File: config.mk
export PLATFORM = sky130hd
export DESIGN_NAME = acte_sequencer
export DESIGN_NICKNAME = d
export VERILOG_FILES = /design/src/hw/rtl/ansi_cell_to_escape_encoder_defines.svh /design/src/hw/rtl/acte_pkg.sv /design/src/hw/rtl/acte_sequencer.sv
export SDC_FILE = /design/constraint.sdc
export NUM_CORES = 1
export LEC_CHECK = 0
export ABC_AREA = 1
export CORE_MARGIN = 2
export CORE_UTILIZATION = 60
export DETAILED_ROUTE_END_ITERATION = 12
export DONT_BUFFER_PORTS = 1
export HOLD_SLACK_MARGIN = 0.12
export PLACE_DENSITY = 0.87
export SYNTH_ARGS = -nofsm -noshare
export SYNTH_HDL_FRONTEND = slang
export SYNTH_SLANG_ARGS = --single-unit
File: constraint.sdc
create_clock -name clk -period 4.7 [get_ports clk]
set_input_delay 0.94 -clock clk [delete_from_list [all_inputs] [get_ports clk]]
set_output_delay 0.94 -clock clk [all_outputs]
set_load 0.02 [all_outputs]
File: src/hw/rtl/ansi_cell_to_escape_encoder_defines.svh
`ifndef ANSI_CELL_TO_ESCAPE_ENCODER_DEFINES_SVH
`define ANSI_CELL_TO_ESCAPE_ENCODER_DEFINES_SVH

// same-cycle implication, sampled on clk, off during reset
`define ACTE_ASSERT_IMP(lbl, ante, cons, msg) \
  lbl: assert property (@(posedge clk) disable iff (!rst_n) (ante) |-> (cons)) else $error(msg);

// next-cycle implication, sampled on clk, off during reset
`define ACTE_ASSERT_NXT(lbl, ante, cons, msg) \
  lbl: assert property (@(posedge clk) disable iff (!rst_n) (ante) |=> (cons)) else $error(msg);

`endif

File: src/hw/rtl/acte_pkg.sv
package acte_pkg;

  localparam int COORD_BITS = 12;
  localparam int DIM_W      = 12;
  localparam int COLOR_W    = 8;
  localparam int BYTE_W     = 8;
  localparam int CFG_IDX_W  = 2;
  localparam int CFG_DATA_W = 12;
  localparam int UPC_W      = 6;
  localparam int CMP_W      = ((COORD_BITS > DIM_W) ? COORD_BITS : DIM_W) + 1;

  localparam logic [DIM_W-1:0]   RST_COLUMNS    = DIM_W'(80);
  localparam logic [DIM_W-1:0]   RST_ROWS       = DIM_W'(24);
  localparam logic [COLOR_W-1:0] RST_DEFAULT_FG = COLOR_W'(7);
  localparam logic [COLOR_W-1:0] RST_DEFAULT_BG = COLOR_W'(0);

  localparam logic [BYTE_W-1:0] CH_ESC   = 8'h1b;
  localparam logic [BYTE_W-1:0] CH_LBR   = 8'h5b;
  localparam logic [BYTE_W-1:0] CH_H     = 8'h48;
  localparam logic [BYTE_W-1:0] CH_M     = 8'h6d;
  localparam logic [BYTE_W-1:0] CH_NL    = 8'h0a;
  localparam logic [BYTE_W-1:0] CH_SPACE = 8'h20;
  localparam logic [BYTE_W-1:0] CH_ZERO  = 8'h30;

  localparam logic [55:0] SEQ_BG  = 56'h3b353b38345b1b;
  localparam logic [55:0] SEQ_FG  = 56'h3b353b38335b1b;
  localparam logic [31:0] SEQ_END = 32'h6d305b1b;

  localparam logic [UPC_W-1:0] UPC_WAIT  = UPC_W'(0);
  localparam logic [UPC_W-1:0] UPC_START = UPC_W'(1);

  typedef enum logic [CFG_IDX_W-1:0] {
    REG_COLUMNS    = 2'd0,
    REG_ROWS       = 2'd1,
    REG_DEFAULT_FG = 2'd2,
    REG_DEFAULT_BG = 2'd3
  } cfg_idx_e_t;

  typedef enum logic [1:0] {
    EC_ALWAYS = 2'd0,
    EC_GE100  = 2'd1,
    EC_GE10   = 2'd2
  } econd_t;

  typedef enum logic [2:0] {
    SRC_LIT   = 3'd0,
    SRC_GLYPH = 3'd1,
    SRC_DIGH  = 3'd2,
    SRC_DIGT  = 3'd3,
    SRC_DIGO  = 3'd4
  } src_t;

  typedef enum logic {
    CS_BG = 1'b0,
    CS_FG = 1'b1
  } csel_t;

  typedef enum logic [1:0] {
    FIN_NONE  = 2'd0,
    FIN_JUMP  = 2'd1,
    FIN_FRAME = 2'd2
  } fin_t;

  typedef enum logic [2:0] {
    JC_NEXT        = 3'd0,
    JC_ALWAYS      = 3'd1,
    JC_NO_START    = 3'd2,
    JC_NO_BG       = 3'd3,
    JC_NO_FG       = 3'd4,
    JC_NO_ROWEND   = 3'd5,
    JC_NO_FRAMEEND = 3'd6
  } jcond_t;

  typedef struct packed {
    logic              emit;
    econd_t            econd;
    src_t              src;
    logic [BYTE_W-1:0] lit;
    csel_t             csel;
    fin_t              fin;
    jcond_t            jcond;
    logic [UPC_W-1:0]  target;
  } ucw_t;

  typedef struct packed {
    logic              push;
    src_t              src;
    logic [BYTE_W-1:0] lit;
    csel_t             csel;
    logic              last;
    logic              frame_end;
  } ctl_t;

  typedef struct packed {
    logic slot_free;
    logic start;
    logic bg_diff;
    logic fg_diff;
    logic row_end;
    logic frame_end;
    logic ge100;
    logic ge10;
  } stat_t;

  typedef struct packed {
    logic [DIM_W-1:0]   columns;
    logic [DIM_W-1:0]   rows;
    logic [COLOR_W-1:0] default_fg;
    logic [COLOR_W-1:0] default_bg;
  } cfg_t;

  typedef struct packed {
    logic [1:0] h;
    logic [3:0] t;
    logic [3:0] o;
    logic       ge100;
    logic       ge10;
  } digits_t;

  // decimal digits of color + 1
  function automatic digits_t color_digits(logic [COLOR_W-1:0] c);
    digits_t    d;
    logic [8:0] v;
    logic [6:0] r;
    logic [14:0] p;
    v = {1'b0, c} + 9'd1;
    if (v >= 9'd200) begin
      d.h = 2'd2;
      r   = 7'(v - 9'd200);
    end else if (v >= 9'd100) begin
      d.h = 2'd1;
      r   = 7'(v - 9'd100);
    end else begin
      d.h = 2'd0;
      r   = v[6:0];
    end
    p       = 15'(r) * 15'd205;
    d.t     = p[14:11];
    d.o     = 4'(r - 7'(d.t) * 7'd10);
    d.ge100 = (v >= 9'd100);
    d.ge10  = (v >= 9'd10);
    return d;
  endfunction

  function automatic ucw_t uc_lit(logic [BYTE_W-1:0] b);
    ucw_t w;
    w = '{emit: 1'b1, econd: EC_ALWAYS, src: SRC_LIT, lit: b, csel: CS_BG,
          fin: FIN_NONE, jcond: JC_NEXT, target: '0};
    return w;
  endfunction

  function automatic ucw_t uc_dig(src_t s, econd_t e, csel_t cs);
    ucw_t w;
    w = '{emit: 1'b1, econd: e, src: s, lit: '0, csel: cs,
          fin: FIN_NONE, jcond: JC_NEXT, target: '0};
    return w;
  endfunction

  function automatic ucw_t uc_jmp(jcond_t j, logic [UPC_W-1:0] tgt);
    ucw_t w;
    w = '{emit: 1'b0, econd: EC_ALWAYS, src: SRC_LIT, lit: '0, csel: CS_BG,
          fin: FIN_NONE, jcond: j, target: tgt};
    return w;
  endfunction

  // control store
  function automatic ucw_t ucode(logic [UPC_W-1:0] a);
    ucw_t w;
    case (a)
      6'd0:  w = uc_jmp(JC_NEXT, UPC_WAIT);
      6'd1:  w = uc_jmp(JC_NO_START, 6'd5);
      6'd2:  w = uc_lit(CH_ESC);
      6'd3:  w = uc_lit(CH_LBR);
      6'd4:  w = uc_lit(CH_H);
      6'd5:  w = uc_jmp(JC_NO_BG, 6'd17);
      6'd6:  w = uc_lit(SEQ_BG[7:0]);
      6'd7:  w = uc_lit(SEQ_BG[15:8]);
      6'd8:  w = uc_lit(SEQ_BG[23:16]);
      6'd9:  w = uc_lit(SEQ_BG[31:24]);
      6'd10: w = uc_lit(SEQ_BG[39:32]);
      6'd11: w = uc_lit(SEQ_BG[47:40]);
      6'd12: w = uc_lit(SEQ_BG[55:48]);
      6'd13: w = uc_dig(SRC_DIGH, EC_GE100, CS_BG);
      6'd14: w = uc_dig(SRC_DIGT, EC_GE10, CS_BG);
      6'd15: w = uc_dig(SRC_DIGO, EC_ALWAYS, CS_BG);
      6'd16: w = uc_lit(CH_M);
      6'd17: w = uc_jmp(JC_NO_FG, 6'd29);
      6'd18: w = uc_lit(SEQ_FG[7:0]);
      6'd19: w = uc_lit(SEQ_FG[15:8]);
      6'd20: w = uc_lit(SEQ_FG[23:16]);
      6'd21: w = uc_lit(SEQ_FG[31:24]);
      6'd22: w = uc_lit(SEQ_FG[39:32]);
      6'd23: w = uc_lit(SEQ_FG[47:40]);
      6'd24: w = uc_lit(SEQ_FG[55:48]);
      6'd25: w = uc_dig(SRC_DIGH, EC_GE100, CS_FG);
      6'd26: w = uc_dig(SRC_DIGT, EC_GE10, CS_FG);
      6'd27: w = uc_dig(SRC_DIGO, EC_ALWAYS, CS_FG);
      6'd28: w = uc_lit(CH_M);
      6'd29: begin
        w        = uc_dig(SRC_GLYPH, EC_ALWAYS, CS_BG);
        w.fin    = FIN_JUMP;
        w.jcond  = JC_NO_ROWEND;
        w.target = UPC_WAIT;
      end
      6'd30: begin
        w        = uc_lit(CH_NL);
        w.fin    = FIN_JUMP;
        w.jcond  = JC_NO_FRAMEEND;
        w.target = UPC_WAIT;
      end
      6'd31: w = uc_lit(SEQ_END[7:0]);
      6'd32: w = uc_lit(SEQ_END[15:8]);
      6'd33: w = uc_lit(SEQ_END[23:16]);
      6'd34: begin
        w        = uc_lit(SEQ_END[31:24]);
        w.fin    = FIN_FRAME;
        w.jcond  = JC_ALWAYS;
        w.target = UPC_WAIT;
      end
      default: w = uc_jmp(JC_ALWAYS, UPC_WAIT);
    endcase
    return w;
  endfunction

endpackage

File: src/hw/rtl/acte_sequencer.sv
module acte_sequencer import acte_pkg::*; (
  input  logic  clk,
  input  logic  rst_n,
  input  logic  in_fire,
  input  stat_t stat,
  output ctl_t  ctl,
  output logic  idle
);

  logic [UPC_W-1:0] upc_r, upc_nxt;
  ucw_t             cw;
  logic             econd_ok;
  logic             want;
  logic             go;
  logic             taken;

  assign cw = ucode(upc_r);

  always_comb begin
    case (cw.econd)
      EC_ALWAYS: econd_ok = 1'b1;
      EC_GE100:  econd_ok = stat.ge100;
      EC_GE10:   econd_ok = stat.ge10;
      default:   econd_ok = 1'b1;
    endcase
  end

  always_comb begin
    case (cw.jcond)
      JC_NEXT:        taken = 1'b0;
      JC_ALWAYS:      taken = 1'b1;
      JC_NO_START:    taken = !stat.start;
      JC_NO_BG:       taken = !stat.bg_diff;
      JC_NO_FG:       taken = !stat.fg_diff;
      JC_NO_ROWEND:   taken = !stat.row_end;
      JC_NO_FRAMEEND: taken = !stat.frame_end;
      default:        taken = 1'b0;
    endcase
  end

  assign want = cw.emit && econd_ok;
  assign go   = !want || stat.slot_free;
  assign idle = (upc_r == UPC_WAIT);

  always_comb begin
    if (idle) begin
      upc_nxt = in_fire ? UPC_START : UPC_WAIT;
    end else if (go) begin
      upc_nxt = taken ? cw.target : upc_r + UPC_W'(1);
    end else begin
      upc_nxt = upc_r;
    end
  end

  always_ff @(posedge clk) begin
    if (!rst_n) begin
      upc_r <= UPC_WAIT;
    end else begin
      upc_r <= upc_nxt;
    end
  end

  assign ctl.push      = want && stat.slot_free && !idle;
  assign ctl.src       = cw.src;
  assign ctl.lit       = cw.lit;
  assign ctl.csel      = cw.csel;
  assign ctl.last      = ((cw.fin == FIN_JUMP) && taken) || (cw.fin == FIN_FRAME);
  assign ctl.frame_end = (cw.fin == FIN_FRAME);

endmodule

==> results of run 1 <==
[logic make-up (layout without fill, tap and decap cells)]
kind of cell,after synthesis,after routing,synth area share
other cells,1,1,0.00197
fa+ha+maj,11,11,0.0723
compound gates,19,19,0.0631
xor+xnor,3,3,0.0138
simple gates,162,162,0.424
buf+inv,45,37,0.120
flops,29,29,0.305
[state kept, by name, indices dropped and copies added (netlist names)]
signal  cells
cw         23
upc_r       6
[worst max-delay path: stages, from the launching register on]
cell	delay, ps
dfxtp_1	340
inv_1	40
ha_1	280
nand3b_1	190
nand3_1	150
nand2_1	80
inv_2	120
nand2_1	80
nand3_1	270
inv_1	150
ha_1	400
nand3_1	160
nand3_1	90
nand2_1	90
nand2_1	50
nand2_1	50
nand2_1	40
[layout by cell type (no fill, tap or decap)]
cell type	count
ha_1	11
o211ai_2	2
o21ai_0	3
nor2_2	3
inv_1	24
nand2_1	71
clkbuf_8	2
a21oi_1	10
inv_2	5
nand2_4	6
a21oi_2	2
nand3_2	3
clkbuf_4	5
conb_1	1
nor3b_1	1
nand4_1	2
nand3_1	39
nor2_4	3
o21ai_1	1
nand3b_1	5
nand2_2	5
nand4_2	1
or2_2	1
dfxtp_1	29
xor2_1	2
o211ai_1	1
clkinv_2	1
nor2_1	21
nor3_2	1
xnor2_1	1
[through the flow]
stage,util,hold WS (ps)
4_1_cts,0.631,593
5_1_grt,0.631,656
3_3_place_gp,0.608,581
2_1_floorplan,-,540
3_5_place_dp,0.608,581
6_report,0.631,592
[how the worst max path moves through the flow]
stage / start / end / slack [ps]
final: cw[23] / cw[12] / 2010
after global routing: cw[23] / cw[12] / 1720
after CTS: stat[5] / ctl[1] / 2020
after detailed placement: stat[1] / cw[12] / 1760
after global placement: stat[1] / cw[12] / 1850
after floorplan: stat[1] / cw[12] / 2070
[power breakdown]
group	total, mW	switching, mW	leakage [nW]	internal, mW
combinational	0.419	0.296	0.683	0.124
sequential	0.330	0.0418	0.236	0.288
clock	0.174	0.0875	0.0413	0.0865
total	0.924	0.425	0.960	0.499
[layout make-up]
class | instances | area share
multi-input combinational | 196 | 0.574
tap | 44 | 0.0288
inverter | 29 | 0.0570
sequential | 29 | 0.304
clock inverter | 1 | 0.00262
clock buffer | 7 | 0.0341
[routing by layer]
metal / routed length [µm] / share of wire
met1: 1700 / 0.42
met2: 1970 / 0.49
met3: 304 / 0.075
met4: 61 / 0.015
met5: 0 / 0
==> flow_summary.toml, run 1 <==
[status]
status = "completed"

[worst_setup_path]
ff2ff_setup_slack_ps = 2010
reg2regPathDepth = 16
r2r-end = "cw[12]"
cp.required_ps = 4930
critPathLaunchType = "flop"
reg2reg_from = "cw[23]"
endpoint_kind = "flop"
path_class = "flop to flop"
critPathMaxFanout = 8
crit_arrival_ps = 2920

[grt]
antenna_found_initial = 0
grt_use_met3 = 0.0725
globalRouteMet1Util = 0.299
grt_use_total = 0.245
grt_pass1_vias = 1507
grtUsageMet2 = 0.404
grt_max_degree = 17
grt_overflow = 0
grt_pass1_wl_um = 6560
top_usage_layer = "met2"

[worst_hold_path]
min_to = "upc_r[1]"
hp-start = "upc_r[1]"
whs_path_depth = 2
hold_path.class = "flop to flop"

[power_and_ir_drop]
vdd_ir_drop_max_v = 0.000194
p_leak_nw = 0.960
power_mw = 0.924
p_per_area_nw_per_um2 = 483

[die]
die_y_um = 60.3
initial_core_util = 0.629
num_rows = 20
num_io_pins = 27
die_w_um = 60.3
core_um2 = 3030
die_area_um2 = 3640

[routing]
wire_per_inst_um = 13.2
drt_first_pass_iters = 4
routed_wl_um = 4030
vias_per_cell = 5.35
route.detailed.drc = 0
drt_iter0_drc = 87
final_antenna_net_count = 0
via_count = 1636

[logic_synthesis]
synth_area_per_cell_um2 = 7.05
synth_cell_types = 30
syn-cell-area_um2 = 1900
ys_top_cells_by_count = "nand2_1, nand3_1, dfxtp_1, inv_1, nor2_1"
synthCells = 270
yosysWarnings = 0
synth_top_area_share = 0.305
ys_top_cells_by_area = "dfxtp_1, nand2_1, nand3_1"
synth_nets = 292
synth-seq-area-share = 0.305
synth_most_common_cell = "nand2_1"
synthArstFlopShare = 0
synth.largest_area_cell = "dfxtp_1"
ys_ff_latch = 29
dominantRegCellSynth = "dfxtp_1"
synth_edf_count = 0

[sta]
final-hold-violation-count = 0
report.final.slew_viol_count = 0
tns_ps = 0
fmax_mhz = 372
period_share = 0.572
relSlewSlack = 0.574
setup_viol = 0
max_slew.worst_pin.slew_ps = 632
fin_skew_ps = 2.22
fin_ws_ps = 2010
layout_min_cycle_time_ps = 2690
rsz0062_at_grt = "no"

[clocking]
cts-htree-levels = 2
post_cts_buffers = 0
cts_tree = "yes"
hold_buffers = 0
cts_buffer_depth = 2
insertion_delay_ps = 330
clock-root-buffer = "clkbuf_4"
cts.sinks = 29
cts_made_buffers = 5
ctsResizeCount = 0
clk_pin_slew_worst_paths_ps = 90

[finish]
area_delta_synth_final_pct = 0.328
drive_above_1_share = 0.153
num-nets-final = 283
finalNonFillerCells = 306
fillers = 288
multi_input_area_um2 = 1100
antennaDiodeCount = 0
finalInstanceArea_um2 = 1910
seq_area_um2 = 581

[placement]
port_buffers = 0
place_inst = 298
detailedPlacementHpwl_um = 3070
place_ws_ps = 1760
gp_congestion = 0.956
placed_area_um2 = 1840

[flow_run]
drv_cap = 0
Power figures use the tool's default switching activity.
==> run 2: changes to the inputs <==
--- a/config.mk
+++ b/config.mk
@@ -7,11 +7,11 @@
 export LEC_CHECK = 0
 export ABC_AREA = 1
 export CORE_MARGIN = 2
-export CORE_UTILIZATION = 60
+export CORE_UTILIZATION = 57
 export DETAILED_ROUTE_END_ITERATION = 12
 export DONT_BUFFER_PORTS = 1
 export HOLD_SLACK_MARGIN = 0.12
-export PLACE_DENSITY = 0.87
+export PLACE_DENSITY = 0.86
 export SYNTH_ARGS = -nofsm -noshare
 export SYNTH_HDL_FRONTEND = slang
 export SYNTH_SLANG_ARGS = --single-unit
==> constraint.sdc (replaced) <==
create_clock -name clk -period 2.4 [get_ports clk]
set_input_delay 0.48 -clock clk [delete_from_list [all_inputs] [get_ports clk]]
set_output_delay 0.48 -clock clk [all_outputs]
set_load 0.02 [all_outputs]
==> run 2 against run 1 <==
  * Final area grew 17%
  * Cell count grew 5.2%
  * Non-clock buffer count grew 16
  * Wire length grew 18%
  * First-iteration DRC count grew 64%
  * Critical path type unchanged
  * Die area grew 4.9%
  * Worst setup slack lost 1900 ps
  * Worst hold slack lost 210 ps
  * Critical path depth grew 1
  * Power grew 150%
  * Sequential share of layout area shrank 4.4 points
==> flow_summary.toml, run 2 (same netlist as run 1, synthesis figures left out) <==
[status]
status = "completed"

[routing]
vias_per_cell = 5.70
drt_iter0_drc = 143
route.detailed.drc = 0
via_count = 1837
final_antenna_net_count = 0
drt_first_pass_iters = 7
routed_wl_um = 4740
wire_per_inst_um = 14.7

[die]
num_rows = 20
core_um2 = 3130
initial_core_util = 0.609
die_w_um = 61.8
num_io_pins = 27
die_y_um = 61.8
die_area_um2 = 3820

[placement]
place_ws_ps = -13.0
port_buffers = 0
detailedPlacementHpwl_um = 3400
gp_congestion = 0.996

[worst_setup_path]
path_class = "flop to flop"
critPathMaxFanout = 5
ff2ff_setup_slack_ps = 130
crit_arrival_ps = 2560
critPathLaunchType = "flop"
cp.required_ps = 2680
reg2regPathDepth = 17
endpoint_kind = "flop"

[finish]
multi_input_area_um2 = 1260
fillers = 241
num-nets-final = 299
largest_reg_flops = 23
final_common_cell = "nand2_1"
drive_above_1_share = 0.281
final_cell_mix = "nand2_1, nand3_1, dfxtp_1, inv_1, nor2_1"
seq_area_um2 = 582
antennaDiodeCount = 0
final_core_util = 0.714
area_delta_synth_final_pct = 17.3

[sta]
fin_skew_ps = 11.7
max_slew.worst_pin.slew_ps = 641
fmax_mhz = 440
layout_min_cycle_time_ps = 2270
final-hold-violation-count = 0
fin_ws_ps = 126
hold_ws_ps = 377
setup_viol = 0
report.final.slew_viol_count = 0
relSlewSlack = 0.568
period_share = 0.947

[clocking]
cts.sinks = 29
cts-htree-levels = 2
cts_buffer_depth = 2
cts_made_buffers = 5
cts_tree = "yes"
clk_pin_slew_worst_paths_ps = 90
clock-root-buffer = "clkbuf_4"
insertion_delay_ps = 340

[grt]
antenna_found_initial = 0
grt_use_total = 0.265
grt_pass1_wl_um = 7290
grt_pass1_vias = 1669
grt_max_degree = 17
grt_overflow = 0

[power_and_ir_drop]
power_mw = 2.26
p_per_area_nw_per_um2 = 1010
p_leak_nw = 1.07
vdd_ir_drop_max_v = 0.000590

[worst_hold_path]
whs_path_depth = 2
hold_path.class = "input pin to flop"

[flow_run]
drv_cap = 0
-- run 2: cell types whose count changed in the layout (fill, tap and decap cells not counted), sizes merged --
cell	delta
buf	+16
clkinv	-1
bufinv	+1
-- run 2: stage by stage --
step	cells	cell area [µm²]	setup TNS, ps
after floorplan	270	1900	0
after global placement	312	1950	0
after detailed placement	312	1950	-15.7
after CTS	321	2070	0
after global routing	322	2230	-46.2
final	322	2230	0
-- run 2: path summary, 6_finish.rpt --
path,start,endpoint
setup / recovery,cw[23],cw[14]
hold / removal,rst_n,upc_r[1]
setup reg to reg,cw[23],cw[14]
hold reg to reg,upc_r[1],upc_r[1]
-- run 2: what timing repair did --
action,in CTS,in global routing
gates resized for setup,5,32
buffers inserted,1,1
hold buffers,0,0
pin swaps,1,9
endpoints found under the setup margin,9,21
-- run 2: report_power, final --
part | total [mW] | internal (mW) | switching, mW
registers | 0.643 | 0.565 | 0.0786
logic | 1.20 | 0.452 | 0.751
clock network | 0.417 | 0.249 | 0.169
total | 2.26 | 1.27 | 0.998
-- run 2: critical path: stages (launching register included) --
cell	delay (ps)
dfxtp_2	330
inv_1	40
ha_1	270
nand3b_1	200
nand3_2	140
nand2_2	80
inv_4	70
nand3_2	90
buf_6	140
a21oi_4	150
buf_12	140
ha_4	140
nand3_2	70
nand2_2	70
nand2_1	50
nand2_1	80
nand2_1	50
nand3b_1	90
-- run 2: cell type report --
cell class / instances / share of cell area
Clock buffer: 7 / 0.0246
Clock inverter: 1 / 0.0134
Inverter: 29 / 0.0498
Multi-Input combinational cell: 196 / 0.566
Sequential cell: 29 / 0.260
Tap cell: 44 / 0.0246
Timing Repair Buffer: 16 / 0.0610
-- run 2: routing by layer --
metal	up-vias	part of all wire	GRT usage
met4	0	0.025	0.119
met1	839	0.39	0.318
met2	101	0.50	0.447
li1	874	-	-
met3	23	0.092	0.0642
met5	-	0	0
