**config.mk**
```make
export PLATFORM = sky130hd
export DESIGN_NAME = acte_datapath
export DESIGN_NICKNAME = d
export VERILOG_FILES = /design/src/hw/rtl/ansi_cell_to_escape_encoder_defines.svh /design/src/hw/rtl/acte_pkg.sv /design/src/hw/rtl/acte_datapath.sv
export SDC_FILE = /design/constraint.sdc
export NUM_CORES = 1
export LEC_CHECK = 0
export BUFFER_PORTS_ARGS = -buffer_cell sky130_fd_sc_hd__buf_2
export CORE_ASPECT_RATIO = 1.25
export CORE_MARGIN = 1
export CORE_UTILIZATION = 60
export CTS_CLUSTER_DIAMETER = 50
export CTS_CLUSTER_SIZE = 30
export DETAILED_ROUTE_END_ITERATION = 12
export PLACE_DENSITY = 0.88
export SETUP_SLACK_MARGIN = 0.3
export SLEW_MARGIN = 30
export SYNTH_ARGS = -nofsm -noshare
export SYNTH_HDL_FRONTEND = slang
export SYNTH_SLANG_ARGS = --single-unit
```
**constraint.sdc**
```tcl
create_clock -name clk -period 11.2 [get_ports clk]
set_input_delay 0 -clock clk [delete_from_list [all_inputs] [get_ports clk]]
set_output_delay 0 -clock clk [all_outputs]
set_load 0.01 [all_outputs]
```
**src/hw/rtl/ansi_cell_to_escape_encoder_defines.svh**
```systemverilog
`ifndef ANSI_CELL_TO_ESCAPE_ENCODER_DEFINES_SVH
`define ANSI_CELL_TO_ESCAPE_ENCODER_DEFINES_SVH

// same-cycle implication, sampled on clk, off during reset
`define ACTE_ASSERT_IMP(lbl, ante, cons, msg) \
  lbl: assert property (@(posedge clk) disable iff (!rst_n) (ante) |-> (cons)) else $error(msg);

// next-cycle implication, sampled on clk, off during reset
`define ACTE_ASSERT_NXT(lbl, ante, cons, msg) \
  lbl: assert property (@(posedge clk) disable iff (!rst_n) (ante) |=> (cons)) else $error(msg);

`endif

```
**src/hw/rtl/acte_pkg.sv**
```systemverilog
package acte_pkg;

  localparam int COORD_BITS = 12;
  localparam int DIM_W      = 12;
  localparam int COLOR_W    = 8;
  localparam int BYTE_W     = 8;
  localparam int CFG_IDX_W  = 2;
  localparam int CFG_DATA_W = 12;
  localparam int UPC_W      = 6;
  localparam int CMP_W      = ((COORD_BITS > DIM_W) ? COORD_BITS : DIM_W) + 1;

  localparam logic [DIM_W-1:0]   RST_COLUMNS    = DIM_W'(80);
  localparam logic [DIM_W-1:0]   RST_ROWS       = DIM_W'(24);
  localparam logic [COLOR_W-1:0] RST_DEFAULT_FG = COLOR_W'(7);
  localparam logic [COLOR_W-1:0] RST_DEFAULT_BG = COLOR_W'(0);

  localparam logic [BYTE_W-1:0] CH_ESC   = 8'h1b;
  localparam logic [BYTE_W-1:0] CH_LBR   = 8'h5b;
  localparam logic [BYTE_W-1:0] CH_H     = 8'h48;
  localparam logic [BYTE_W-1:0] CH_M     = 8'h6d;
  localparam logic [BYTE_W-1:0] CH_NL    = 8'h0a;
  localparam logic [BYTE_W-1:0] CH_SPACE = 8'h20;
  localparam logic [BYTE_W-1:0] CH_ZERO  = 8'h30;

  localparam logic [55:0] SEQ_BG  = 56'h3b353b38345b1b;
  localparam logic [55:0] SEQ_FG  = 56'h3b353b38335b1b;
  localparam logic [31:0] SEQ_END = 32'h6d305b1b;

  localparam logic [UPC_W-1:0] UPC_WAIT  = UPC_W'(0);
  localparam logic [UPC_W-1:0] UPC_START = UPC_W'(1);

  typedef enum logic [CFG_IDX_W-1:0] {
    REG_COLUMNS    = 2'd0,
    REG_ROWS       = 2'd1,
    REG_DEFAULT_FG = 2'd2,
    REG_DEFAULT_BG = 2'd3
  } cfg_idx_e_t;

  typedef enum logic [1:0] {
    EC_ALWAYS = 2'd0,
    EC_GE100  = 2'd1,
    EC_GE10   = 2'd2
  } econd_t;

  typedef enum logic [2:0] {
    SRC_LIT   = 3'd0,
    SRC_GLYPH = 3'd1,
    SRC_DIGH  = 3'd2,
    SRC_DIGT  = 3'd3,
    SRC_DIGO  = 3'd4
  } src_t;

  typedef enum logic {
    CS_BG = 1'b0,
    CS_FG = 1'b1
  } csel_t;

  typedef enum logic [1:0] {
    FIN_NONE  = 2'd0,
    FIN_JUMP  = 2'd1,
    FIN_FRAME = 2'd2
  } fin_t;

  typedef enum logic [2:0] {
    JC_NEXT        = 3'd0,
    JC_ALWAYS      = 3'd1,
    JC_NO_START    = 3'd2,
    JC_NO_BG       = 3'd3,
    JC_NO_FG       = 3'd4,
    JC_NO_ROWEND   = 3'd5,
    JC_NO_FRAMEEND = 3'd6
  } jcond_t;

  typedef struct packed {
    logic              emit;
    econd_t            econd;
    src_t              src;
    logic [BYTE_W-1:0] lit;
    csel_t             csel;
    fin_t              fin;
    jcond_t            jcond;
    logic [UPC_W-1:0]  target;
  } ucw_t;

  typedef struct packed {
    logic              push;
    src_t              src;
    logic [BYTE_W-1:0] lit;
    csel_t             csel;
    logic              last;
    logic              frame_end;
  } ctl_t;

  typedef struct packed {
    logic slot_free;
    logic start;
    logic bg_diff;
    logic fg_diff;
    logic row_end;
    logic frame_end;
    logic ge100;
    logic ge10;
  } stat_t;

  typedef struct packed {
    logic [DIM_W-1:0]   columns;
    logic [DIM_W-1:0]   rows;
    logic [COLOR_W-1:0] default_fg;
    logic [COLOR_W-1:0] default_bg;
  } cfg_t;

  typedef struct packed {
    logic [1:0] h;
    logic [3:0] t;
    logic [3:0] o;
    logic       ge100;
    logic       ge10;
  } digits_t;

  // decimal digits of color + 1
  function automatic digits_t color_digits(logic [COLOR_W-1:0] c);
    digits_t    d;
    logic [8:0] v;
    logic [6:0] r;
    logic [14:0] p;
    v = {1'b0, c} + 9'd1;
    if (v >= 9'd200) begin
      d.h = 2'd2;
      r   = 7'(v - 9'd200);
    end else if (v >= 9'd100) begin
      d.h = 2'd1;
      r   = 7'(v - 9'd100);
    end else begin
      d.h = 2'd0;
      r   = v[6:0];
    end
    p       = 15'(r) * 15'd205;
    d.t     = p[14:11];
    d.o     = 4'(r - 7'(d.t) * 7'd10);
    d.ge100 = (v >= 9'd100);
    d.ge10  = (v >= 9'd10);
    return d;
  endfunction

  function automatic ucw_t uc_lit(logic [BYTE_W-1:0] b);
    ucw_t w;
    w = '{emit: 1'b1, econd: EC_ALWAYS, src: SRC_LIT, lit: b, csel: CS_BG,
          fin: FIN_NONE, jcond: JC_NEXT, target: '0};
    return w;
  endfunction

  function automatic ucw_t uc_dig(src_t s, econd_t e, csel_t cs);
    ucw_t w;
    w = '{emit: 1'b1, econd: e, src: s, lit: '0, csel: cs,
          fin: FIN_NONE, jcond: JC_NEXT, target: '0};
    return w;
  endfunction

  function automatic ucw_t uc_jmp(jcond_t j, logic [UPC_W-1:0] tgt);
    ucw_t w;
    w = '{emit: 1'b0, econd: EC_ALWAYS, src: SRC_LIT, lit: '0, csel: CS_BG,
          fin: FIN_NONE, jcond: j, target: tgt};
    return w;
  endfunction

  // control store
  function automatic ucw_t ucode(logic [UPC_W-1:0] a);
    ucw_t w;
    case (a)
      6'd0:  w = uc_jmp(JC_NEXT, UPC_WAIT);
      6'd1:  w = uc_jmp(JC_NO_START, 6'd5);
      6'd2:  w = uc_lit(CH_ESC);
      6'd3:  w = uc_lit(CH_LBR);
      6'd4:  w = uc_lit(CH_H);
      6'd5:  w = uc_jmp(JC_NO_BG, 6'd17);
      6'd6:  w = uc_lit(SEQ_BG[7:0]);
      6'd7:  w = uc_lit(SEQ_BG[15:8]);
      6'd8:  w = uc_lit(SEQ_BG[23:16]);
      6'd9:  w = uc_lit(SEQ_BG[31:24]);
      6'd10: w = uc_lit(SEQ_BG[39:32]);
      6'd11: w = uc_lit(SEQ_BG[47:40]);
      6'd12: w = uc_lit(SEQ_BG[55:48]);
      6'd13: w = uc_dig(SRC_DIGH, EC_GE100, CS_BG);
      6'd14: w = uc_dig(SRC_DIGT, EC_GE10, CS_BG);
      6'd15: w = uc_dig(SRC_DIGO, EC_ALWAYS, CS_BG);
      6'd16: w = uc_lit(CH_M);
      6'd17: w = uc_jmp(JC_NO_FG, 6'd29);
      6'd18: w = uc_lit(SEQ_FG[7:0]);
      6'd19: w = uc_lit(SEQ_FG[15:8]);
      6'd20: w = uc_lit(SEQ_FG[23:16]);
      6'd21: w = uc_lit(SEQ_FG[31:24]);
      6'd22: w = uc_lit(SEQ_FG[39:32]);
      6'd23: w = uc_lit(SEQ_FG[47:40]);
      6'd24: w = uc_lit(SEQ_FG[55:48]);
      6'd25: w = uc_dig(SRC_DIGH, EC_GE100, CS_FG);
      6'd26: w = uc_dig(SRC_DIGT, EC_GE10, CS_FG);
      6'd27: w = uc_dig(SRC_DIGO, EC_ALWAYS, CS_FG);
      6'd28: w = uc_lit(CH_M);
      6'd29: begin
        w        = uc_dig(SRC_GLYPH, EC_ALWAYS, CS_BG);
        w.fin    = FIN_JUMP;
        w.jcond  = JC_NO_ROWEND;
        w.target = UPC_WAIT;
      end
      6'd30: begin
        w        = uc_lit(CH_NL);
        w.fin    = FIN_JUMP;
        w.jcond  = JC_NO_FRAMEEND;
        w.target = UPC_WAIT;
      end
      6'd31: w = uc_lit(SEQ_END[7:0]);
      6'd32: w = uc_lit(SEQ_END[15:8]);
      6'd33: w = uc_lit(SEQ_END[23:16]);
      6'd34: begin
        w        = uc_lit(SEQ_END[31:24]);
        w.fin    = FIN_FRAME;
        w.jcond  = JC_ALWAYS;
        w.target = UPC_WAIT;
      end
      default: w = uc_jmp(JC_ALWAYS, UPC_WAIT);
    endcase
    return w;
  endfunction

endpackage

```
**src/hw/rtl/acte_datapath.sv**
```systemverilog
module acte_datapath import acte_pkg::*; (
  input  logic               clk,
  input  logic               rst_n,
  input  cfg_t               cfg,
  input  logic               in_fire,
  input  logic [COLOR_W-1:0] in_glyph,
  input  logic [COLOR_W-1:0] in_fore,
  input  logic [COLOR_W-1:0] in_back,
  input  ctl_t               ctl,
  input  logic               out_ready,
  output logic               out_valid,
  output logic [BYTE_W-1:0]  out_byte,
  output logic               out_last,
  output logic               out_frame_end,
  output stat_t              stat
);

  logic [COORD_BITS-1:0] col_r, col_nxt;
  logic [COORD_BITS-1:0] row_r, row_nxt;
  logic [COLOR_W-1:0]    prev_fore_r, prev_back_r;
  logic [COLOR_W-1:0]    glyph_r, fore_r, back_r;
  logic                  start_r, bg_diff_r, fg_diff_r, row_end_r, frame_end_r;
  logic                  out_valid_r;
  logic [BYTE_W-1:0]     out_byte_r;
  logic                  out_last_r, out_frame_end_r;

  logic                  start;
  logic [COLOR_W-1:0]    eff_fore, eff_back;
  logic [COORD_BITS:0]   col_inc, row_inc;
  logic                  row_end, frame_end;
  logic                  slot_free;
  digits_t               dig;
  logic [BYTE_W-1:0]     byte_sel;

  // cell bookkeeping at accept
  assign start    = (col_r == '0) && (row_r == '0);
  assign eff_fore = start ? cfg.default_fg : prev_fore_r;
  assign eff_back = start ? cfg.default_bg : prev_back_r;
  assign col_inc  = {1'b0, col_r} + (COORD_BITS+1)'(1);
  assign row_inc  = {1'b0, row_r} + (COORD_BITS+1)'(1);
  assign row_end  = col_inc[COORD_BITS] || (CMP_W'(col_inc) >= CMP_W'(cfg.columns));
  assign frame_end = row_inc[COORD_BITS] || (CMP_W'(row_inc) >= CMP_W'(cfg.rows));

  always_comb begin
    col_nxt = col_r;
    row_nxt = row_r;
    if (in_fire) begin
      if (row_end) begin
        col_nxt = '0;
        row_nxt = frame_end ? '0 : row_inc[COORD_BITS-1:0];
      end else begin
        col_nxt = col_inc[COORD_BITS-1:0];
      end
    end
  end

  always_ff @(posedge clk) begin
    if (!rst_n) begin
      col_r       <= '0;
      row_r       <= '0;
      prev_fore_r <= RST_DEFAULT_FG;
      prev_back_r <= RST_DEFAULT_BG;
    end else begin
      col_r <= col_nxt;
      row_r <= row_nxt;
      if (in_fire) begin
        prev_fore_r <= in_fore;
        prev_back_r <= in_back;
      end
    end
  end

  always_ff @(posedge clk) begin
    if (in_fire) begin
      glyph_r     <= in_glyph;
      fore_r      <= in_fore;
      back_r      <= in_back;
      start_r     <= start;
      bg_diff_r   <= (in_back != eff_back);
      fg_diff_r   <= (in_fore != eff_fore);
      row_end_r   <= row_end;
      frame_end_r <= row_end && frame_end;
    end
  end

  // byte source selection
  assign dig = color_digits((ctl.csel == CS_FG) ? fore_r : back_r);

  always_comb begin
    case (ctl.src)
      SRC_LIT:   byte_sel = ctl.lit;
      SRC_GLYPH: byte_sel = (glyph_r == '0) ? CH_SPACE : glyph_r;
      SRC_DIGH:  byte_sel = CH_ZERO + BYTE_W'(dig.h);
      SRC_DIGT:  byte_sel = CH_ZERO + BYTE_W'(dig.t);
      SRC_DIGO:  byte_sel = CH_ZERO + BYTE_W'(dig.o);
      default:   byte_sel = ctl.lit;
    endcase
  end

  // output register
  assign slot_free = !out_valid_r || out_ready;

  always_ff @(posedge clk) begin
    if (!rst_n) begin
      out_valid_r <= 1'b0;
    end else if (ctl.push) begin
      out_valid_r <= 1'b1;
    end else if (out_ready) begin
      out_valid_r <= 1'b0;
    end
  end

  always_ff @(posedge clk) begin
    if (ctl.push) begin
      out_byte_r      <= byte_sel;
      out_last_r      <= ctl.last;
      out_frame_end_r <= ctl.frame_end;
    end
  end

  assign out_valid     = out_valid_r;
  assign out_byte      = out_byte_r;
  assign out_last      = out_last_r;
  assign out_frame_end = out_frame_end_r;

  assign stat.slot_free = slot_free;
  assign stat.start     = start_r;
  assign stat.bg_diff   = bg_diff_r;
  assign stat.fg_diff   = fg_diff_r;
  assign stat.row_end   = row_end_r;
  assign stat.frame_end = frame_end_r;
  assign stat.ge100     = dig.ge100;
  assign stat.ge10      = dig.ge10;

endmodule

```
==> flow_summary.yaml, run 1 <==
placement:
  placed_cells: 829
  place_hpwl_um: 11100
  globalplace.congestion: 0.911
  dp_slack_ns: 2.79
  io_buffers: 101
logic_synthesis:
  synth_seq_cells: 80
  synthArstFlopShare_pct: 0
  yosysWarningCount: 0
  ys_types: 77
  avgSynthCellArea_um2: 9.77
  netlist_area_um2: 6140
  yosysSeqAreaShare_pct: 32.5
  synthFlopType: "dfxtp_1"
  synth_edf_count: 39
  syn_nets: 788
  netlist_instances: 628
timing:
  final-setup-viol-count: 0
  fin_tns_setup_ns: 0
  tightest_slew_ns: 0.847
  min_period_over_period_pct: 75.1
  slew_headroom_pct: 43.3
  min_period_ns: 8.41
  hold_viol: 0
  drv_slew: 0
  setup_ws_ns: 2.79
  worst_clock_skew_ns: 0.0121
  rsz0062_at_grt: "no"
  fmax_mhz: 119
power_and_ir_drop:
  p_leak_uw: 0.00350
  max-vdd-ir-drop_mv: 0.166
  p_per_area_nw_per_um2: 226
routing:
  drt_iter0_drc: 361
  avgRoutedWirePerCell_um: 16.9
  drc: 0
  drt-total-wl_um: 14800
  vias_per_cell: 5.93
  drt_pass1_iterations: 5
  ant_nets: 0
  dr_total_vias: 5195
worst_setup_path:
  required_ns: 11.29
  cp_slowest_cell: "fa_1"
  arrival_ns: 8.50
  crit_type: "flip-flop to flip-flop"
  cp-startpoint: "fore_r[0]$_DFFE_PP_"
  critPathLaunchType: "flip-flop"
  cpPeakStageDelay_ns: 0.53
  cp_max_fo: 9
  rr_endpoint: "out_byte[3]$_DFFE_PP_"
  r2r_cells: 37
  crit_end: "out_byte[3]$_DFFE_PP_"
  end_kind: "flip-flop"
  path_common_cell: "inv_1"
  r2r-start: "fore_r[0]$_DFFE_PP_"
  rrSetupSlack_ns: 2.79
floorplan:
  dieArea_um2: 10600
  initial_core_util_pct: 62.9
  rows: 40
  ios: 102
  coreArea_um2: 9760
  die_x_um: 92.5
  die_h_um: 115
clock_tree:
  post_cts_resized: 0
  clock-sinks: 80
  clock_path_buffers: 2
  cts_tree: "yes"
  insertion_delay_ns: 0.34
  clkTransAtPathRegs_ns: 0.06
  cts_root_buf: "clkbuf_16"
  cts_made_buffers: 9
  cts_max_level: 3
hold_path:
  holdCritPathClass: "input pin to flip-flop"
grt:
  grt_max_degree: 53
  grt_pass1_vias: 5292
  grt_overflow: 0
  antenna_found_initial: 0
  grt_pass1_wl_um: 24500
  grt_usage_pct: 29.4
outcome:
  outcome: "finished clean"
finish:
  area_delta_synth_final_pct: 19.0
  fill_cells: 674
  layoutNonFillerInstCount: 876
  fin_nets: 905
  drive_gt1_share_pct: 18.8
  n_antenna_cell: 0
flow_run:
  maxCapViolCount: 0
## worst min path at each step
| stage | from | endpoint | slack [ns] | cells after the start |
|---|---|---|---|---|
| after global routing | ctl[3] | out_byte[0]$_DFFE_PP_ | 0.04 | 3 |
| final | ctl[3] | out_byte[0]$_DFFE_PP_ | 0.03 | 3 |
| after CTS | ctl[3] | out_byte[0]$_DFFE_PP_ | 0.03 | 3 |
| after floorplan | in_back[0] | back_r[0]$_DFFE_PP_ | 0.1 | 0 |
| after detailed placement | in_glyph[7] | glyph_r[7]$_DFFE_PP_ | 0.18 | 1 |
| after global placement | in_glyph[3] | glyph_r[3]$_DFFE_PP_ | 0.18 | 1 |
## per-layer routing
layer,part of all wire (%),vias to the layer above,GRT usage [%]
met2,54,163,55.8
met5,0,-,0
li1,-,2502,-
met3,4.0,34,3.84
met1,39,2496,33.1
met4,2.5,0,11.4
## cells in the final DEF, fill, tap and decap left out, drive strengths merged, types with 5 or more instances in the layout
master | Yosys | layout
and3 | 14 | 14
mux2i | 40 | 40
fa | 9 | 9
mux2 | 5 | 5
nor2 | 36 | 36
nor3 | 6 | 6
dfxtp | 41 | 41
nand2 | 42 | 42
xor2 | 14 | 14
nand3 | 22 | 22
nor4 | 11 | 11
nand3b | 7 | 7
xnor2 | 43 | 43
a21oi | 20 | 20
a31oi | 6 | 6
inv | 64 | 66
clkbuf | 16 | 9
a32o | 11 | 11
o21ai | 14 | 14
dlygate4sd3 | 0 | 31
nand2b | 5 | 5
a21o | 13 | 13
ha | 68 | 68
a2bb2oi | 5 | 5
edfxtp | 39 | 39
buf | 12 | 103
## sequential cells by signal, summed over array words and instances, names as in the netlist, 8 cells and up
signal,count
prev_fore_r,8
prev_back_r,8
fore_r,8
col_r,12
glyph_r,8
back_r,8
row_r,12
out_byte,8
## final cells by class
cell class                      instances  area (µm²)  area share (%)
Timing Repair Buffer                  134         831            11.4
Tap cell                              126         158            2.16
Inverter                               64         240            3.29
Clock inverter                          7        93.8            1.29
Clock buffer                            9         225            3.08
Sequential cell                        80        1990            27.3
Multi-Input combinational cell        456        3760            51.5
## kinds of logic (layout without fill, tap and decap cells)
logic type                 Yosys count  after routing  synth area share (%)
adders and majority gates           77             77                  16.8
xor gates and xnor gates            57             57                  8.38
AOI/OAI and AO/OA                  111            111                  14.2
muxes                               45             45                  7.44
DFF                                 80             80                  32.5
and+or+nand+nor                    166            166                  14.3
buffers and inverters               92            214                  6.40
## cell usage after synthesis, types with 3 or more instances
cell | number | area (µm²)
o21ai_1 | 3 | 15.0
o2bb2ai_1 | 4 | 35.0
ha_1 | 68 | 851
o22ai_1 | 4 | 25.0
mux2_2 | 4 | 45.0
a21o_1 | 13 | 97.6
and3_1 | 14 | 87.6
xor2_1 | 14 | 123
o41ai_1 | 3 | 26.3
clkbuf_1 | 16 | 60.1
xnor2_1 | 41 | 359
a21oi_1 | 19 | 95.1
a2bb2oi_1 | 4 | 35.0
nor2_1 | 36 | 135
nand3b_1 | 7 | 52.6
nor4_1 | 10 | 62.6
buf_1 | 3 | 11.3
nor3_1 | 6 | 30.0
and2_1 | 4 | 25.0
nand3_1 | 21 | 105
buf_4 | 6 | 45.0
a22o_1 | 3 | 26.3
nand2_1 | 42 | 158
or4_1 | 4 | 30.0
mux2i_1 | 40 | 400
edfxtp_1 | 39 | 1170
nand2b_1 | 5 | 31.3
a31oi_1 | 5 | 31.3
a32o_1 | 11 | 110
nor2b_1 | 3 | 18.8
fa_1 | 9 | 180
o21ai_0 | 10 | 50.1
inv_1 | 64 | 240
dfxtp_1 | 41 | 821
## critical path, delay by kind of cell, from the launching register on
| kind | cells | cell delay [ns] |
|---|---|---|
| adder cells (fa/ha/maj) | 8 | 2.84 |
| multiplexers | 1 | 0.42 |
| AO/OA/AOI/OAI | 9 | 2.01 |
| flip-flops | 1 | 0.44 |
| AND/OR/NAND/NOR | 7 | 0.84 |
| XOR/XNOR | 6 | 1.05 |
| buffers and inverters | 6 | 0.57 |
## report_power, final
group / internal [µW] / switching (µW) / total, µW
clock network: 195 / 117 / 312
registers: 332 / 10.6 / 343
logic: 456 / 541 / 997
total: 984 / 668 / 1650
## metrics by stage
| step | hold slack (ns) | total power (µW) | area [µm²] | util, % |
|---|---|---|---|---|
| floorplan | 0.0989 | 1090 | 6140 | - |
| global placement | 0.181 | 1250 | 6670 | 68.3 |
| detailed placement | 0.178 | 1330 | 6670 | 68.3 |
| CTS | 0.0289 | 1650 | 7300 | 74.8 |
| global route | 0.0371 | 1790 | 7300 | 74.8 |
| finish | 0.0297 | 1650 | 7300 | 74.8 |
## repair_timing
action	in CTS	in global routing
setup endpoints to repair	0	0
endpoints found under the hold margin	45	0
hold buffers	31	0
buffers inserted	0	0
Note: power is estimated with default switching activity, not from simulation.
==> inputs of run 2 (changes only) <==
CORE_UTILIZATION = 58   (was 60)
PLACE_DENSITY = 0.86   (was 0.88)
clock period = 7.84 ns   (was 11.2 ns; I/O delays follow)
==> flow_summary.yaml, run 2 (synthesis results as in run 1) <==
power_and_ir_drop:
  internal_power_uw: 1550
  p_clk_share_pct: 16.2
  p_per_area_nw_per_um2: 341
  pwr-share-comb_pct: 65.0
  switchingPower_uw: 1040
  max-vdd-ir-drop_mv: 0.246
  p_seq_share_pct: 18.9
  swShare_pct: 40.2
  p_leak_uw: 0.00363
worst_setup_path:
  required_ns: 7.92
  cp_slowest_cell: "fa_1"
  rrSetupSlack_ns: 0.67
  critPathLaunchType: "flip-flop"
  cpPeakStageDelay_ns: 0.50
  crit_type: "flip-flop to flip-flop"
  arrival_ns: 7.25
  end_kind: "flip-flop"
  cp_max_fo: 6
timing:
  slew_headroom_pct: 46.8
  tightest_slew_ns: 0.795
  min_period_ns: 7.17
  worst_clock_skew_ns: 0.00928
  fmax_mhz: 140
  drv_slew: 0
  min_period_over_period_pct: 91.4
  rsz0062_at_grt: "no"
  hold_viol: 0
  fin_tns_setup_ns: 0
  final-setup-viol-count: 0
grt:
  grt_max_degree: 53
  grt_pass1_wl_um: 23800
  grt_overflow: 0
  grt_pass1_vias: 5306
  antenna_found_initial: 0
  grt_usage_pct: 27.7
floorplan:
  dieArea_um2: 11000
  ios: 102
  die_x_um: 94.0
  initial_core_util_pct: 60.1
  rows: 41
  die_h_um: 117
  coreArea_um2: 10200
placement:
  globalplace.congestion: 0.906
  io_buffers: 101
  place_hpwl_um: 10800
  placed_cells: 841
finish:
  final_cell_mix: "101 x buf_2, 64 x ha_1, 63 x inv_1, 42 x nand2_1, 41 x dfxtp_1"
  seqCellArea_um2: 1990
  drive_gt1_share_pct: 23.5
  layoutNonFillerInstCount: 903
  fill_cells: 698
  final_common_cell: "buf_2"
  area_delta_synth_final_pct: 24.1
  fin_nets: 929
  reg_top3: "col_r (12), row_r (12)"
  multi_input_area_um2: 3910
  n_antenna_cell: 0
  final_core_util_pct: 74.6
clock_tree:
  cts_tree: "yes"
  clock-sinks: 80
  clkTransAtPathRegs_ns: 0.07
  cts_made_buffers: 9
  cts_max_level: 3
  cts_root_buf: "clkbuf_16"
  clock_path_buffers: 2
  insertion_delay_ns: 0.34
routing:
  drc: 0
  drt_pass1_iterations: 5
  avgRoutedWirePerCell_um: 16.4
  ant_nets: 0
  vias_per_cell: 5.77
  drt-total-wl_um: 14800
  drt_iter0_drc: 196
  dr_total_vias: 5209
flow_run:
  maxCapViolCount: 0
hold_path:
  holdCritPathClass: "input pin to flip-flop"
outcome:
  outcome: "finished clean"
==> run 2: worst paths after layout <==
check | startpoint | end | cells past startpoint
max | fore_r[0]$_DFFE_PP_ | out_byte[3]$_DFFE_PP_ | 38
min | ctl[14] | out_valid$_SDFFE_PN0P_ | 3
max reg2reg | fore_r[0]$_DFFE_PP_ | out_byte[3]$_DFFE_PP_ | 38
min reg2reg | prev_fore_r[0]$_SDFFE_PN1P_ | prev_fore_r[0]$_SDFFE_PN1P_ | 2
==> run 2: final cells by class <==
cell class	count	area share, %
Clock inverter	6	0.871
Timing Repair Buffer	158	13.3
Sequential cell	80	26.2
Tap cell	129	2.12
Clock buffer	10	3.01
Multi-Input combinational cell	456	51.4
Inverter	64	3.16
==> run 2: power groups by stage <==
stage | Sequential, µW | Clock (µW) | Combinational, µW
2_1_floorplan | 501 | 0 | 1080
3_3_place_gp | 497 | 0 | 1310
3_5_place_dp | 498 | 0 | 1390
4_1_cts | 489 | 423 | 1420
5_1_grt | 492 | 441 | 1900
6_report | 489 | 419 | 1690
==> run 2: routing by layer <==
metal	share of wire [%]	GRT usage [%]
met4	2.9	11.7
met5	0	0
met3	3.9	4.20
met2	53	51.9
met1	40	31.0
==> run 2: per-stage QoR <==
stage | hold WS [ns] | instance area [µm²] | total power (µW) | setup slack [ns]
after floorplan | 0.0989 | 6150 | 1580 | 0.305
final | 0.0399 | 7610 | 2590 | 0.673
after CTS | 0.0286 | 7410 | 2340 | 0.309
after detailed placement | 0.180 | 6750 | 1890 | 0.0897
after global routing | 0.0547 | 7610 | 2830 | 0.279
after global placement | 0.181 | 6750 | 1810 | 0.447
==> run 2: critical path, delay by kind of cell, from the launching register on <==
family,cells,cell delay (ns)
AND/OR/NAND/NOR,6,0.72
adder cells (fa/ha/maj),8,2.46
AO/OA/AOI/OAI,9,1.36
buffers and inverters,8,0.77
XOR/XNOR,6,0.95
flip-flops,1,0.42
multiplexers,1,0.22
==> run 2: repair_timing <==
item	CTS	global route
endpoints found under the setup margin	2	2
hold buffers	31	0
gates resized for setup	5	17
setup buffers	3	12
hold endpoints to repair	47	0
pin swaps	2	18
==> inputs of run 3 (changes only) <==
--- a/config.mk
+++ b/config.mk
@@ -13,5 +13,5 @@
 export CTS_CLUSTER_SIZE = 30
 export DETAILED_ROUTE_END_ITERATION = 12
-export PLACE_DENSITY = 0.86
+export PLACE_DENSITY = 0.89
 export SETUP_SLACK_MARGIN = 0.3
 export SLEW_MARGIN = 30
==> constraint.sdc (replaced) <==
create_clock -name clk -period 7.84 [get_ports clk]
set_input_delay 0.392 -clock clk [delete_from_list [all_inputs] [get_ports clk]]
set_output_delay 0.392 -clock clk [all_outputs]
set_load 0.01 [all_outputs]
==> flow_summary.yaml, run 3 (synthesis results as in run 1) <==
outcome:
  outcome: "finished clean"
placement:
  placed_cells: 841
  place_hpwl_um: 11000
  io_buffers: 101
  globalplace.congestion: 0.931
  dp_slack_ns: 0.119
  placed_cell_area_um2: 6770
finish:
  finalInstanceArea_um2: 7200
  layoutNonFillerInstCount: 868
  final_cell_mix: "101 x buf_2, 65 x ha_1, 62 x inv_1, 42 x nand2_1, 41 x dfxtp_1"
  fill_cells: 762
  drive_gt1_share_pct: 23.8
  multi_input_area_um2: 3860
  fin_nets: 894
  n_antenna_cell: 0
  reg_top3: "col_r (12), row_r (12)"
  seqCellArea_um2: 1990
  area_delta_synth_final_pct: 17.4
  final_common_cell: "buf_2"
worst_setup_path:
  cp_max_fo: 8
  crit_type: "flip-flop to flip-flop"
  arrival_ns: 7.40
  r2r-start: "back_r[1]$_DFFE_PP_"
  cp_top_family: "adder cells"
  path_buf_inv: 6
  rr_endpoint: "out_byte[3]$_DFFE_PP_"
  cp-startpoint: "back_r[1]$_DFFE_PP_"
  path_common_cell: "inv_1"
  r2r_cells: 37
  critPathLaunchType: "flip-flop"
  cpPeakStageDelay_ns: 0.53
  cp_slowest_cell: "fa_1"
  end_kind: "flip-flop"
  required_ns: 7.92
  rrSetupSlack_ns: 0.52
clock_tree:
  ctsHoldBuffers: 0
  insertion_delay_ns: 0.33
  cts_tree: "yes"
  cts_root_buf: "clkbuf_16"
  clock_path_buffers: 2
  clock-sinks: 80
  cts_made_buffers: 9
  clkTransAtPathRegs_ns: 0.07
  cts_max_level: 3
floorplan:
  dieArea_um2: 11000
  ios: 102
  die_h_um: 117
  die_x_um: 94.0
  initial_core_util_pct: 60.1
  rows: 41
  coreArea_um2: 10200
grt:
  grt_usage_pct: 27.3
  grt_overflow: 0
  antenna_found_initial: 0
  grt_pass1_vias: 5209
  grt_pass1_wl_um: 23600
  grt_max_degree: 53
power_and_ir_drop:
  max-vdd-ir-drop_mv: 0.287
  p_leak_uw: 0.00346
  p_per_area_nw_per_um2: 348
routing:
  drt-total-wl_um: 14600
  drt_pass1_iterations: 5
  dr_total_vias: 5216
  drt_iter0_drc: 242
  ant_nets: 0
  drc: 0
  avgRoutedWirePerCell_um: 16.9
  vias_per_cell: 6.01
timing:
  worst_clock_skew_ns: 0.0127
  holdWs_ns: 0.233
  fin_tns_setup_ns: 0
  fmax_mhz: 137
  drv_slew: 0
  slew_headroom_pct: 48.6
  tightest_slew_ns: 0.768
  min_period_over_period_pct: 93.4
  setup_ws_ns: 0.517
  final-setup-viol-count: 0
  hold_viol: 0
  rsz0062_at_grt: "no"
  min_period_ns: 7.32
hold_path:
  hold_path_depth: 1
  hold_path_startpoint: "in_glyph[4]"
  hold-path-endpoint: "glyph_r[4]$_DFFE_PP_"
  holdCritPathClass: "input pin to flip-flop"
flow_run:
  maxCapViolCount: 0
[run 3: changes by cell type in the layout (fill, tap and decap cells not counted), moves of 2 or more]
cell / before / now
xnor2_1: 37 / 39
buf_4: 26 / 22
clkinv_2: 0 / 2
dlygate4sd3_1: 31 / 0
mux2i_2: 2 / 0
xnor2_2: 5 / 3
[run 3: worst max path at each step]
| stage | to | slack [ns] | depth (start not counted) |
|---|---|---|---|
| after floorplan | out_byte[3]$_DFFE_PP_ | 0.30 | 39 |
| after global placement | out_byte[3]$_DFFE_PP_ | 0.38 | 38 |
| after detailed placement | out_byte[3]$_DFFE_PP_ | 0.12 | 38 |
| after CTS | out_byte[3]$_DFFE_PP_ | 0.36 | 37 |
| after global routing | out_byte[3]$_DFFE_PP_ | 0.15 | 37 |
| final | out_byte[3]$_DFFE_PP_ | 0.52 | 37 |
[run 3: area by class of cell]
type	count	share of cell area, %
clock inverters	7	0.730
inverters	64	3.34
multi-input cells	456	53.6
clock buffers	9	3.13
flip-flops and latches	80	27.7
repair buffers	123	9.31
well taps	129	2.24
[run 3: worst register-to-register path, delay by kind of cell, from the launching register on]
kind | cells | cell delay [ns]
AO/OA/AOI/OAI | 9 | 1.70
XOR/XNOR | 5 | 0.78
adder cells (fa/ha/maj) | 9 | 2.66
buffers and inverters | 6 | 0.44
flip-flops | 1 | 0.46
multiplexers | 1 | 0.32
AND/OR/NAND/NOR | 7 | 0.70
[run 3: metal layers]
metal / wire length, µm / vias up / GRT usage, % / share of wire [%]
li1: - / 2471 / - / -
met1: 5710 / 2489 / 30.9 / 39
met2: 7660 / 216 / 50.4 / 52
met3: 780 / 40 / 4.26 / 5.3
met4: 483 / 0 / 12.3 / 3.3
met5: 0 / - / 0 / 0
[run 3: what timing repair did]
| item | CTS | global route |
|---|---|---|
| setup buffers | 0 | 11 |
| resized for setup | 2 | 10 |
| pin swaps | 0 | 13 |
| endpoints found under the setup margin | 2 | 3 |
[run 3: power by group]
| group | leakage [µW] | internal (µW) | switching (µW) |
|---|---|---|---|
| Combinational | 0.00262 | 778 | 839 |
| Sequential | 0.000711 | 474 | 15.7 |
| Clock | 0.000137 | 218 | 181 |
[run 3: stage by stage]
step,power [µW],utilization [%]
after global placement,1810,66.3
after CTS,2300,69.1
after global routing,2700,70.5
final,2510,70.5
after detailed placement,1890,66.3
after floorplan,1590,-
